$ cat src/ausm_pkg.sv
package ausm_pkg;

   // Datapath command issued by the controller
   typedef enum logic [3:0] {
      OP_NONE,
      OP_LOAD,
      OP_DIV,
      OP_SPLIT,
      OP_MUL_SQP,
      OP_MUL_SQM,
      OP_MUL_PP1,
      OP_MUL_PM1,
      OP_MUL_PP2,
      OP_MUL_PM2,
      OP_MUL_G0,
      OP_MUL_G1,
      OP_MUL_G2,
      OP_MUL_F0,
      OP_MUL_F1,
      OP_MUL_F2
   } op_type;

   typedef struct packed {
      op_type op;
      logic   emit;
      logic   commit;
   } cmd_type;

   typedef struct packed {
      logic div_done;
      logic start_cell;
   } status_type;

endpackage

$ cat src/ausm_ctrl.sv
module ausm_ctrl
   import ausm_pkg::*;
(
   input  logic       clock,
   input  logic       reset,
   input  logic       req_valid,
   output logic       req_ready,
   output logic       rsp_valid,
   input  logic       rsp_ready,
   input  status_type status,
   output cmd_type    cmd
);

   typedef enum logic [1:0] {ST_IDLE, ST_DIV, ST_MUL, ST_DONE} state_type;

   state_type state_ff, state_in;
   op_type    op_ff, op_in;
   logic      have_prev_ff, have_prev_in;
   logic      rsp_valid_ff, rsp_valid_in;

   // Input side is ready whenever idle; an unsent result stalls in ST_DONE
   assign req_ready = (state_ff == ST_IDLE);
   assign rsp_valid = rsp_valid_ff;

   // Sequencer for one cell
   always_comb begin
      state_in     = state_ff;
      op_in        = op_ff;
      have_prev_in = have_prev_ff;
      rsp_valid_in = rsp_valid_ff && !rsp_ready;
      cmd.op       = OP_NONE;
      cmd.emit     = 1'b0;
      cmd.commit   = 1'b0;
      unique case (state_ff)
         ST_IDLE: begin
            if (req_valid) begin
               cmd.op   = OP_LOAD;
               state_in = ST_DIV;
            end
         end
         ST_DIV: begin
            cmd.op = OP_DIV;
            if (status.div_done) begin
               state_in = ST_MUL;
               op_in    = OP_SPLIT;
            end
         end
         ST_MUL: begin
            cmd.op = op_ff;
            if (op_ff == OP_MUL_F2 ||
                (op_ff == OP_MUL_G2 && (status.start_cell || !have_prev_ff))) begin
               state_in = ST_DONE;
            end else begin
               op_in = op_type'(op_ff + 4'd1);
            end
         end
         ST_DONE: begin
            if (!rsp_valid_ff || rsp_ready) begin
               cmd.commit   = 1'b1;
               have_prev_in = 1'b1;
               if (!status.start_cell && have_prev_ff) begin
                  cmd.emit     = 1'b1;
                  rsp_valid_in = 1'b1;
               end
               state_in = ST_IDLE;
            end
         end
         default: state_in = ST_IDLE;
      endcase
   end

   always_ff @(posedge clock) begin
      if (reset) begin
         state_ff     <= ST_IDLE;
         op_ff        <= OP_NONE;
         have_prev_ff <= 1'b0;
         rsp_valid_ff <= 1'b0;
      end else begin
         state_ff     <= state_in;
         op_ff        <= op_in;
         have_prev_ff <= have_prev_in;
         rsp_valid_ff <= rsp_valid_in;
      end
   end

endmodule

$ cat src/ausm_dpath.sv
module ausm_dpath
   import ausm_pkg::*;
#(
   parameter int WORD_BITS = 32,
   parameter int FRAC_BITS = 16
) (
   input  logic                        clock,
   input  logic                        reset,
   input  cmd_type                     cmd,
   output status_type                  status,
   input  logic                        start_of_line,
   input  logic [30:0]                 cell_density,
   input  logic signed [31:0]          cell_velocity,
   input  logic [30:0]                 cell_pressure,
   input  logic [30:0]                 cell_energy,
   input  logic [30:0]                 cell_sound_speed,
   output logic signed [WORD_BITS-1:0] mass_flux,
   output logic signed [WORD_BITS-1:0] momentum_flux,
   output logic signed [WORD_BITS-1:0] energy_flux,
   output logic                        saturated
);

   localparam int W  = WORD_BITS;
   localparam int NB = W + FRAC_BITS;          // dividend bits
   localparam int CW = $clog2(NB + 1);
   localparam logic signed [W-1:0] WMAX = {1'b0, {(W-1){1'b1}}};
   localparam logic signed [W-1:0] WMIN = {1'b1, {(W-1){1'b0}}};
   localparam logic signed [W-1:0] ONE  = W'(1) <<< FRAC_BITS;
   localparam logic signed [W-1:0] TWO  = W'(2) <<< FRAC_BITS;

   typedef logic signed [W-1:0] word_type;

   // Clamp a 33-bit signed input into the word range
   function automatic word_type clamp_in(input logic signed [32:0] v, output logic c);
      logic signed [W+32:0] e;
      begin
         e = (W+33)'(v);
         c = 1'b0;
         if (e > (W+33)'(WMAX)) begin
            c = 1'b1;
            clamp_in = WMAX;
         end else if (e < (W+33)'(WMIN)) begin
            c = 1'b1;
            clamp_in = WMIN;
         end else begin
            clamp_in = W'(v);
         end
      end
   endfunction

   // Saturating add
   function automatic word_type sat_add(input word_type a, input word_type b,
                                        output logic c);
      logic signed [W:0] s;
      begin
         s = (W+1)'(a) + (W+1)'(b);
         c = 1'b0;
         if (s > (W+1)'(WMAX)) begin
            c = 1'b1;
            sat_add = WMAX;
         end else if (s < (W+1)'(WMIN)) begin
            c = 1'b1;
            sat_add = WMIN;
         end else begin
            sat_add = W'(s);
         end
      end
   endfunction

   // Cell registers
   logic     sol_ff;
   word_type rho_ff, u_ff, p_ff, e_ff, a_ff;
   logic     clip_ff;

   // Divider
   logic [W-1:0]  dmag_ff;
   logic [NB-1:0] num_ff;
   logic [W:0]    rem_ff;
   logic [NB-1:0] quo_ff;
   logic [CW-1:0] cnt_ff;
   logic          dneg_ff, dbusy_ff;

   // Working values
   word_type m_ff, mp_ff, mm_ff, pp_ff, pm_ff, qm_ff, g0_ff, g1_ff, g2_ff;
   word_type mi_ff, pi_ff;
   logic     up_ff;
   word_type prev_mp_ff, prev_pp_ff, prev_g0_ff, prev_g1_ff, prev_g2_ff;
   word_type f0_ff, f1_ff, f2_ff, f0_in, f1_in, f2_in;
   logic     subs_ff;

   // Shared multiplier operands
   word_type mx, my, mres;
   logic     mclip;

   // Shared Q multiply with magnitude truncation and saturation
   always_comb begin
      logic [W-1:0]   ax, ay;
      logic [2*W-1:0] pr;
      logic [2*W-1:0] sh;
      logic           ng;
      logic [W-1:0]   cap;
      ax = mx[W-1] ? W'(-mx) : W'(mx);
      ay = my[W-1] ? W'(-my) : W'(my);
      ng = mx[W-1] ^ my[W-1];
      pr = (2*W)'(ax) * (2*W)'(ay);
      sh = pr >> FRAC_BITS;
      cap = ng ? W'(WMIN) : W'(WMAX);
      mclip = 1'b0;
      if (sh > (2*W)'(cap)) begin
         mclip = 1'b1;
         sh = (2*W)'(cap);
      end
      mres = ng ? word_type'(-W'(sh)) : word_type'(W'(sh));
   end

   // Operand select per multiply step
   always_comb begin
      mx = '0;
      my = '0;
      unique case (cmd.op)
         OP_MUL_SQP: begin mx = m_ff + ONE;  my = m_ff + ONE; end
         OP_MUL_SQM: begin mx = m_ff - ONE;  my = m_ff - ONE; end
         OP_MUL_PP1: begin mx = mp_ff;       my = TWO - m_ff; end
         OP_MUL_PM1: begin mx = qm_ff;       my = TWO + m_ff; end
         OP_MUL_PP2: begin mx = pp_ff;       my = p_ff; end
         OP_MUL_PM2: begin mx = pm_ff;       my = p_ff; end
         OP_MUL_G0:  begin mx = rho_ff;      my = a_ff; end
         OP_MUL_G1:  begin mx = g0_ff;       my = u_ff; end
         OP_MUL_G2:  begin mx = a_ff;        my = pi_ff; end
         OP_MUL_F0:  begin mx = mi_ff;       my = up_ff ? prev_g0_ff : g0_ff; end
         OP_MUL_F1:  begin mx = mi_ff;       my = up_ff ? prev_g1_ff : g1_ff; end
         OP_MUL_F2:  begin mx = mi_ff;       my = up_ff ? prev_g2_ff : g2_ff; end
         default: ;
      endcase
   end

   assign status.div_done   = dbusy_ff && (cnt_ff == '0);
   assign status.start_cell = sol_ff;

   // Main datapath register updates
   always_ff @(posedge clock) begin
      logic     c0, c1, c2, c3, c4;
      word_type t0, t1;
      logic [W:0] trial;
      if (reset) begin
         dbusy_ff   <= 1'b0;
         cnt_ff     <= '0;
         prev_mp_ff <= '0;
         prev_pp_ff <= '0;
         prev_g0_ff <= '0;
         prev_g1_ff <= '0;
         prev_g2_ff <= '0;
         saturated  <= 1'b0;
      end else begin
         unique case (cmd.op)
            OP_LOAD: begin
               sol_ff <= start_of_line;
               rho_ff <= clamp_in({2'b0, cell_density}, c0);
               u_ff   <= clamp_in({cell_velocity[31], cell_velocity}, c1);
               p_ff   <= clamp_in({2'b0, cell_pressure}, c2);
               e_ff   <= clamp_in({2'b0, cell_energy}, c3);
               a_ff   <= clamp_in({2'b0, cell_sound_speed}, c4);
               clip_ff <= c0 | c1 | c2 | c3 | c4;
            end
            OP_DIV: begin
               if (!dbusy_ff) begin
                  // Set up one quotient bit per cycle
                  dbusy_ff <= 1'b1;
                  cnt_ff   <= CW'(NB);
                  dneg_ff  <= u_ff[W-1];
                  dmag_ff  <= W'(a_ff);
                  num_ff   <= NB'(u_ff[W-1] ? W'(-u_ff) : W'(u_ff)) << FRAC_BITS;
                  rem_ff   <= '0;
                  quo_ff   <= '0;
               end else if (cnt_ff != '0) begin
                  trial = {rem_ff[W-1:0], num_ff[NB-1]};
                  num_ff <= num_ff << 1;
                  cnt_ff <= cnt_ff - 1'b1;
                  if (trial >= (W+1)'(dmag_ff)) begin
                     rem_ff <= trial - (W+1)'(dmag_ff);
                     quo_ff <= {quo_ff[NB-2:0], 1'b1};
                  end else begin
                     rem_ff <= trial;
                     quo_ff <= {quo_ff[NB-2:0], 1'b0};
                  end
               end else begin
                  dbusy_ff <= 1'b0;
                  if (a_ff == '0) begin
                     m_ff <= (u_ff == '0) ? '0 : (dneg_ff ? WMIN : WMAX);
                     if (u_ff != '0) clip_ff <= 1'b1;
                  end else if (quo_ff > {{(NB-W){1'b0}}, (dneg_ff ? WMIN : WMAX)}) begin
                     clip_ff <= 1'b1;
                     m_ff <= dneg_ff ? WMIN : WMAX;
                  end else begin
                     m_ff <= dneg_ff ? word_type'(-W'(quo_ff)) : word_type'(W'(quo_ff));
                  end
               end
            end
            OP_SPLIT: begin
               // Region select and sum E+p
               subs_ff <= (m_ff >= -ONE) && (m_ff <= ONE);
               if (m_ff > ONE) begin
                  mp_ff <= m_ff; mm_ff <= '0; pp_ff <= p_ff; pm_ff <= '0;
               end else if (m_ff < -ONE) begin
                  mp_ff <= '0; mm_ff <= m_ff; pp_ff <= '0; pm_ff <= p_ff;
               end
               pi_ff <= sat_add(e_ff, p_ff, c0);
               if (c0) clip_ff <= 1'b1;
            end
            OP_MUL_SQP: if (subs_ff) begin
               mp_ff <= mres >>> 2;
               if (mclip) clip_ff <= 1'b1;
            end
            OP_MUL_SQM: if (subs_ff) begin
               qm_ff <= mres >>> 2;
               mm_ff <= -(mres >>> 2);
               if (mclip) clip_ff <= 1'b1;
            end
            OP_MUL_PP1: if (subs_ff) begin
               pp_ff <= mres;
               if (mclip) clip_ff <= 1'b1;
            end
            OP_MUL_PM1: if (subs_ff) begin
               pm_ff <= mres;
               if (mclip) clip_ff <= 1'b1;
            end
            OP_MUL_PP2: if (subs_ff) begin
               pp_ff <= mres;
               if (mclip) clip_ff <= 1'b1;
            end
            OP_MUL_PM2: begin
               if (subs_ff) begin
                  pm_ff <= mres;
                  if (mclip) clip_ff <= 1'b1;
                  t0 = mres;
               end else begin
                  t0 = pm_ff;
               end
               // Interface Mach and pressure
               t1 = sat_add(prev_mp_ff, mm_ff, c0);
               mi_ff <= t1;
               up_ff <= !t1[W-1];
               pi_ff <= pi_ff;
               f1_ff <= sat_add(prev_pp_ff, t0, c1);
               if (sol_ff == 1'b0 && (c0 || c1)) clip_ff <= 1'b1;
            end
            OP_MUL_G0: begin
               g0_ff <= mres;
               if (mclip) clip_ff <= 1'b1;
            end
            OP_MUL_G1: begin
               g1_ff <= mres;
               if (mclip) clip_ff <= 1'b1;
            end
            OP_MUL_G2: begin
               g2_ff <= mres;
               if (mclip) clip_ff <= 1'b1;
            end
            OP_MUL_F0: begin
               f0_ff <= mres;
               if (mclip) clip_ff <= 1'b1;
            end
            OP_MUL_F1: begin
               f2_ff <= sat_add(mres, f1_ff, c0);
               if (mclip || c0) clip_ff <= 1'b1;
            end
            OP_MUL_F2: begin
               f1_ff <= f2_ff;
               f2_ff <= mres;
               if (mclip) clip_ff <= 1'b1;
            end
            default: ;
         endcase
         // Latch result and this cell's state
         if (cmd.emit) begin
            saturated <= clip_ff;
         end
         if (cmd.commit) begin
            prev_mp_ff <= mp_ff;
            prev_pp_ff <= pp_ff;
            prev_g0_ff <= g0_ff;
            prev_g1_ff <= g1_ff;
            prev_g2_ff <= g2_ff;
         end
      end
   end

   assign f0_in = f0_ff;
   assign f1_in = f1_ff;
   assign f2_in = f2_ff;

   // Result register
   always_ff @(posedge clock) begin
      if (cmd.emit) begin
         mass_flux     <= f0_in;
         momentum_flux <= f1_in;
         energy_flux   <= f2_in;
      end
   end

endmodule

$ cat src/ausm_interface_flux.sv
// AUSM interface flux: one 1D Euler cell per item, signed fixed point with
// FRAC_BITS fraction bits. After each cell that follows another in the same
// line, one item is given with the mass, momentum and energy flux at the
// face between them, saturated, with a flag for any clip on the way. A new
// item is taken only once the last cell is through. The Mach number comes
// from a restoring divider at one quotient bit per cycle, with one set-up
// and one finishing step. Then come the split region select and twelve
// steps on one shared multiplier. The done state writes the result, and the
// idle state takes the next item. The first cell of a line skips the three
// flux multiplies. A result that has not yet been taken holds the next cell
// back only in that cell's done state.
module ausm_interface_flux
   import ausm_pkg::*;
#(
   parameter int WORD_BITS = 32,
   parameter int FRAC_BITS = 16
) (
   input  logic                        clock,
   input  logic                        reset,
   input  logic                        req_valid,
   output logic                        req_ready,
   input  logic                        req_start_of_line,
   input  logic [30:0]                 req_cell_density,
   input  logic signed [31:0]          req_cell_velocity,
   input  logic [30:0]                 req_cell_pressure,
   input  logic [30:0]                 req_cell_energy,
   input  logic [30:0]                 req_cell_sound_speed,
   output logic                        rsp_valid,
   input  logic                        rsp_ready,
   output logic signed [WORD_BITS-1:0] rsp_mass_flux,
   output logic signed [WORD_BITS-1:0] rsp_momentum_flux,
   output logic signed [WORD_BITS-1:0] rsp_energy_flux,
   output logic                        rsp_saturated
);

   cmd_type    cmd;
   status_type status;

   ausm_ctrl u_ctrl (
      .clock     (clock),
      .reset     (reset),
      .req_valid (req_valid),
      .req_ready (req_ready),
      .rsp_valid (rsp_valid),
      .rsp_ready (rsp_ready),
      .status    (status),
      .cmd       (cmd)
   );

   ausm_dpath #(
      .WORD_BITS (WORD_BITS),
      .FRAC_BITS (FRAC_BITS)
   ) u_dpath (
      .clock            (clock),
      .reset            (reset),
      .cmd              (cmd),
      .status           (status),
      .start_of_line    (req_start_of_line),
      .cell_density     (req_cell_density),
      .cell_velocity    (req_cell_velocity),
      .cell_pressure    (req_cell_pressure),
      .cell_energy      (req_cell_energy),
      .cell_sound_speed (req_cell_sound_speed),
      .mass_flux        (rsp_mass_flux),
      .momentum_flux    (rsp_momentum_flux),
      .energy_flux      (rsp_energy_flux),
      .saturated        (rsp_saturated)
   );

endmodule

$ cat config.mk
export PLATFORM = sky130hd
export DESIGN_NAME = ausm_interface_flux
export DESIGN_NICKNAME = d
export VERILOG_FILES = /design/src/ausm_pkg.sv /design/src/ausm_ctrl.sv /design/src/ausm_dpath.sv /design/src/ausm_interface_flux.sv
export SDC_FILE = /design/constraint.sdc
export NUM_CORES = 2
export LEC_CHECK = 0
export BUFFER_PORTS_ARGS = -buffer_cell sky130_fd_sc_hd__clkbuf_2
export CORE_UTILIZATION = 45
export CTS_CLUSTER_SIZE = 8
export DETAILED_ROUTE_END_ITERATION = 10
export GPL_TIMING_DRIVEN = 0
export REMOVE_ABC_BUFFERS = 1
export SYNTH_ARGS = -nofsm -noshare
export SYNTH_HDL_FRONTEND = slang
export SYNTH_SLANG_ARGS = --single-unit
export TNS_END_PERCENT = 1
$ cat constraint.sdc
create_clock -name clock -period 31.9 [get_ports clock]
set_input_delay 3.19 -clock clock [delete_from_list [all_inputs] [get_ports clock]]
set_output_delay 3.19 -clock clock [all_outputs]
set_load 0.005 [all_outputs]
Word-level counts from Yosys, hierarchy flattened
Cells that the tools add are included.
{"block": "word_totals", "regBits": 1037, "latch_bits": 0, "mem_bits_rw": 0, "romBits": 0, "input_bits": 161, "out_inout_bits": 99, "n_memories": 0}
{"block": "op_classes", "addsub": 17, "n_mul": 1, "n_div": 0, "n_lt_le_gt_ge": 17, "n_eq_ne": 36, "shift": 0, "n_mux": 101, "bitwise_logic": 5, "reduce_logical": 58}
{"op": "32-bit two-way mux", "n": 39}
{"op": "32-bit one-hot mux with 2 select lines", "n": 6}
{"op": "32-bit one-hot mux with 11 select lines", "n": 1}
{"op": "32-bit one-hot mux with 10 select lines", "n": 1}
{"op": "32-bit negator", "n": 5}
{"op": "48-bit two-way mux", "n": 3}
{"op": "33-bit by 32-bit greater-than comparator with 1-bit output, second input constant", "n": 4}
{"op": "33-bit by 32-bit < comparator with 1-bit output, second input constant", "n": 4}
{"op": "32-bit by 32-bit adder with 33-bit output", "n": 3}
{"op": "48-bit by 32-bit greater-than comparator with 1-bit output", "n": 2}
{"op": "32-bit logical NOT", "n": 2}
{"op": "32-bit by 32-bit multiplier with 64-bit output", "n": 1}
{"op": "4-bit == test, second input constant", "n": 10}
{"op": "1-bit two-way mux", "n": 37}
{"op": "33-bit by 31-bit greater-or-equal comparator with 1-bit output", "n": 1}
{"op": "19-bit by 32-bit adder with 32-bit output, first input constant", "n": 1}
{"op": "31-bit by 31-bit adder with 32-bit output", "n": 1}
{"op": "32-bit by 18-bit adder with 32-bit output, second input constant", "n": 1}
{"op": "32-bit by 17-bit greater-or-equal comparator with 1-bit output, second input constant", "n": 1}
{"op": "32-bit by 18-bit greater-than comparator with 1-bit output, second input constant", "n": 1}
{"op": "32-bit greater-than comparator, second input constant", "n": 1}
{"op": "32-bit by 18-bit less-or-equal comparator with 1-bit output, second input constant", "n": 1}
{"op": "32-bit by 17-bit < comparator with 1-bit output, second input constant", "n": 1}
{"op": "32-bit < comparator, second input constant", "n": 1}
{"op": "40 further kinds", "n": 107}

Logic depth before layout (Yosys ltp)
{"block": "logic_depth", "depth_word": 25, "ltp_mapped": 98, "mapped_depth_nobuf": 88}

Hierarchy
A second synthesis with hierarchy kept.
{"block": "unflattened", "cells_unflattened": 9415, "hier_area_um2": 90361.7}
{"mod": "ausm_dpath", "instances": 1, "cells_each": 9350, "area_per_inst_um2": 89811.1, "seq_area_each_um2": 28767.6}
{"mod": "ausm_ctrl", "instances": 1, "cells_each": 65, "area_per_inst_um2": 550.5, "seq_area_each_um2": 160.2}

Least setup slack after synthesis
OpenSTA, ideal clock, no wires.
{"block": "synth_timing", "kind": "input -> register", "startpoint": "in req_valid", "endpoint": "reg u_dpath.f1_ff[6], data pin", "setup_ps": 270, "t_arrival_ps": 22926, "path_slack_ps": 8703, "stages": 85, "path_buffers": 15, "cell_sequence": "a22oi_4 -> nor2_2 -> buf_2 -> buf_1 -> buf_1 -> clkbuf_1 -> clkbuf_1 -> clkbuf_1 -> clkbuf_1 -> clkbuf_1 -> mux2i_1 -> o21ai_0 -> a21oi_1 -> o211ai_1 -> a31oi_1 -> nand3_1 -> o21ai_0 -> xor2_1 -> (+49 left out) -> ha_1 -> a21boi_0 -> o21a_1 -> o21ai_0 -> a211oi_1 -> nor2_1 -> a211o_1 -> nand4_1 -> a41oi_1 -> o21a_1 -> o211ai_1 -> nand3_1 -> a21boi_0 -> o41ai_1 -> nor2_1 -> clkbuf_1 -> a31oi_1 -> a21oi_1"}
{"block": "synth_via", "elab_chain_len": 20, "word_cells_on_any_way": 38}
{"element": "start, declared", "line_no": "ausm_interface_flux.sv:20", "text": "input logic req_valid,"}
{"element": "1-bit two-way mux (*)", "line_no": "ausm_ctrl.sv:36", "text": "if (req_valid) begin"}
{"element": "4-bit one-hot mux with 3 select lines (*)", "line_no": "ausm_ctrl.sv:34", "text": "unique case (state_ff)"}
{"element": "4-bit == test", "line_no": "ausm_dpath.sv:120", "text": "unique case (cmd.op)"}
{"element": "3-bit OR reduction (no line) or 2-bit OR reduction (tied branches)"}
{"element": "32-bit one-hot mux with 10 select lines or 32-bit one-hot mux with 11 select lines (tied branches)", "line_no": "ausm_dpath.sv:120"}
{"element": "32-bit negator (on tied branches)", "line_no": "ausm_dpath.sv:102, ausm_dpath.sv:103"}
{"element": "32-bit two-way mux (on tied branches)", "line_no": "ausm_dpath.sv:102, ausm_dpath.sv:103"}
{"element": "32-bit by 32-bit multiplier with 64-bit output", "line_no": "ausm_dpath.sv:105", "text": "pr = (2*W)'(ax) * (2*W)'(ay);"}
{"element": "(+4 left out)"}
{"element": "named net u_dpath.mres[4]", "line_no": "ausm_dpath.sv:92", "text": "word_type mx, my, mres;"}
{"element": "32-bit two-way mux (*)", "line_no": "ausm_dpath.sv:232", "text": "if (subs_ff) begin"}
{"element": "32-bit two-way mux (*)", "line_no": "ausm_dpath.sv:155", "text": "unique case (cmd.op)"}
{"element": "32-bit two-way mux (*)", "line_no": "ausm_dpath.sv:145", "text": "if (reset) begin"}
{"element": "32-bit by 32-bit adder with 33-bit output (*)", "line_no": "ausm_dpath.sv:56", "text": "s = (W+1)'(a) + (W+1)'(b);"}
{"element": "33-bit by 32-bit < comparator with 1-bit output", "line_no": "ausm_dpath.sv:61", "text": "end else if (s < (W+1)'(WMIN)) begin"}
{"element": "32-bit two-way mux", "line_no": "ausm_dpath.sv:61"}
{"element": "32-bit two-way mux (*)", "line_no": "ausm_dpath.sv:58", "text": "if (s > (W+1)'(WMAX)) begin"}
{"element": "32-bit one-hot mux with 2 select lines (*)", "line_no": "ausm_dpath.sv:155"}
{"element": "end signal, assigned", "line_no": "ausm_dpath.sv:244", "text": "f1_ff <= sat_add(prev_pp_ff, t0, c1);"}
{"element": "end, declared", "line_no": "ausm_dpath.sv:88", "text": "word_type f0_ff, f1_ff, f2_ff, f0_in, f1_in, f2_in;"}
The timed path passes the listed nets; every way through them passes the cells marked *. The select of a mux whose other input is x is not followed.
A chain may end at the register's enable or synchronous reset.

Final worst setup path
{"block": "layout_timing", "startpoint": "in req_valid", "endpoint": "reg u_dpath.f1_ff[29], data pin"}
The elaborated chain is that of the path after synthesis.

==> impl_metrics.py <==
metrics = {
    "clock_network": {
        "cts-buffers-inserted": 146,
        "clkTransAtPathRegs_ps": 50,
        "post_cts_buffers": 0,
        "cts_tree": "built",
        "clock-sinks": 1022,
        "clock_path_buffers": 3,
        "htreeDepth": 4,
        "clock_latency_ps": 820,
        "holdBufCountCts": 0,
        "cts-root-buf": "clkbuf_16",
    },
    "synthesis": {
        "ys.flop_type": "edfxtp_1",
        "synth-async-reset-ratio_pct": 0,
        "synth_top_area_share_pct": 28.34,
        "ys_seq_elements": 1022,
        "synthMostInstantiatedCell": "nand2_1",
        "yosys-top-cells-count": "nand2_1, inv_1, fa_1",
        "ys_seq_area_share_pct": 32.27,
        "synth_edf_count": 846,
        "synth_area_leaders": "edfxtp_1, fa_1, ha_1, nand2_1, inv_1",
        "syn_inst": 9507,
        "synth_top_area_cell": "edfxtp_1",
        "synth.distinct_cells": 109,
        "syn_area_sq_um": 89650,
        "synth_area_per_cell_sq_um": 9.429,
        "yosysWarningCount": 0,
    },
    "drt": {
        "routed_wirelength_um": 335200,
        "drc": 0,
        "wl_per_cell_um": 27.17,
        "drt-pass1-iter-count": 9,
        "vias_per_cell": 6.027,
        "drt_iter0_drc": 8876,
        "drtAntennaViolNets": 0,
        "num_vias": 74330,
    },
    "worst_setup_path": {
        "critPathArrivalTime_ps": 31230,
        "crit_fanout": 23,
        "r2r_end": "u_dpath.f1_ff[29]",
        "critPathCaptureType": "register",
        "timing.critical_path.from": "req_valid",
        "start_kind": "input port",
        "rr_startpoint": "u_ctrl.state_ff[0]",
        "r2r_slack_ps": 2460,
        "crit_path_max_incr_delay_ps": 1020,
        "cpMostUsedCell": "nand2_1",
        "worstPathRequired_ps": 32380,
        "worst-r2r-cell-count": 73,
        "crit_type": "input port to register",
        "critPathSlowestCell": "xnor2_1",
    },
    "sta": {
        "finalHoldViolations": 0,
        "rsz0062_at_grt": "false",
        "worst_pin_slew_ps": 1531,
        "setup_viol": 0,
        "finClkSkew_ps": 65.88,
        "relSlewSlack_pct": -2.093,
        "period_share_pct": 96.39,
        "fmax_ghz": 0.03252,
        "slew_viol_final": 8,
        "min_period_ps": 30750,
    },
    "finish": {
        "largest_reg_flops": 48,
        "final_cells": 12330,
        "fin_nets": 11160,
        "area_delta_synth_final_pct": 13.38,
        "largest_register": "u_dpath.quo_ff",
        "drive_above_1_share_pct": 9.442,
        "nFillCells": 17860,
    },
    "floorplanning": {
        "die_h_um": 448.3,
        "start_util_pct": 45.36,
        "die_area_sq_um": 201000,
        "row_count": 163,
        "io_pins": 260,
        "core_sq_um": 197600,
        "die_width_um": 448.3,
    },
    "place": {
        "numPortBuffers": 259,
        "dp.cells": 12080,
        "gp_congestion": 0.9976,
        "place_hpwl_um": 263100,
    },
    "worst_hold_path": {
        "hold_end": "u_dpath.mass_flux[24]",
        "worstHoldStart": "u_dpath.f0_ff[24]",
        "hold_depth": 0,
        "min-delay-path-class": "register to register",
    },
    "job": {
        "drv_cap": 2,
    },
    "grt": {
        "grt_max_degree": 106,
        "grt_overflow_total": 0,
        "grtUsageTotal_pct": 33.33,
        "grt_pass1_wl_um": 491000,
        "grt_pass1_vias": 73390,
        "antenna_found_initial": 6,
    },
    "run_status": {
        "outcome": "finished with violations",
        "failed_checks": "capacitance limit, slew limit",
    },
}
[placed cells by master, fill, tap and decap left out, types with 139 or more instances in the layout]
cell type     n
ha_1        507
nand2_1    1367
dfxtp_1     175
nand3_1     162
and2_1      148
o21ai_0     391
clkbuf_2    258
nor2_1      777
edfxtp_1    846
fa_1        900
clkbuf_16   147
nand2b_1    139
a21oi_1     592
inv_1      1116
[stage by stage]
step | worst slack, ps | setup TNS, ps | area [sq um] | hold WS, ps | util, %
floorplan | 6797 | 0 | 87610 | 400.3 | -
global placement | -10150 | -970920 | 92210 | 406.5 | 46.66
detailed placement | -23.45 | -29.51 | 97170 | 404.5 | 49.17
CTS | 715.1 | 0 | 101600 | 414.0 | 51.39
global route | 136.6 | 0 | 101600 | 417.7 | 51.43
finish | 1153 | 0 | 101600 | 414.6 | 51.43
[layout make-up]
| cell class | count | area (sq um) | area share (%) |
|---|---|---|---|
| Inverter | 1123 | 4215 | 4.147 |
| Tap cell | 2640 | 3303 | 3.250 |
| Antenna cell | 3 | 7.507 | 0.007386 |
| Sequential cell | 1022 | 28930 | 28.47 |
| Timing Repair Buffer | 468 | 4949 | 4.869 |
| Multi-Input combinational cell | 6830 | 55840 | 54.94 |
| Clock buffer | 232 | 3998 | 3.933 |
| Clock inverter | 16 | 390.4 | 0.3841 |
[cells by family (layout without fill, tap and decap cells)]
group                      Yosys count  after routing  synth area share, %
DFF                               1022           1022                32.27
buffers and inverters             1656           1839                6.973
adders and majority gates         1412           1412                27.23
xor gates and xnor gates           334            334                3.263
and+or+nand+nor                   3162           3163                15.89
AOI/OAI and AO/OA                 1793           1793                12.74
other                                1              4             0.004183
muxes                              127            127                1.626
[worst max-delay path by stage]
| stage | to | slack [ps] |
|---|---|---|
| global route | u_dpath.f1_ff[29] | 140 |
| finish | u_dpath.f1_ff[29] | 1150 |
| floorplan | u_dpath.f1_ff[4] | 6800 |
| detailed placement | u_dpath.f1_ff[28] | -20 |
| CTS | u_dpath.f1_ff[28] | 720 |
| global placement | u_dpath.f1_ff[29] | -10150 |
[routing by layer]
layer  wire length, um  vias to the layer above  GRT usage, %
li1                  -                    32260             -
met1            133600                    37280         44.24
met2            146900                     3991         50.66
met3             31510                      800         6.373
met4             23100                        4         19.84
met5                21                        -             0
[critical path: cells and delay by family]
family                     cells  cell delay [ps]
adders and majority gates     12             5810
xor gates and xnor gates       3             2540
muxes                          1              430
buffers and inverters          7             1740
and+or+nand+nor               23             8620
AOI/OAI and AO/OA             28             8690
[repair_timing]
item,CTS,global route
endpoints found under the hold margin,0,0
resized for setup,0,1
endpoints found under the setup margin,0,25
Power is not shown: default switching activity piles up to over one toggle a cycle in this logic, so the estimate is an artifact.
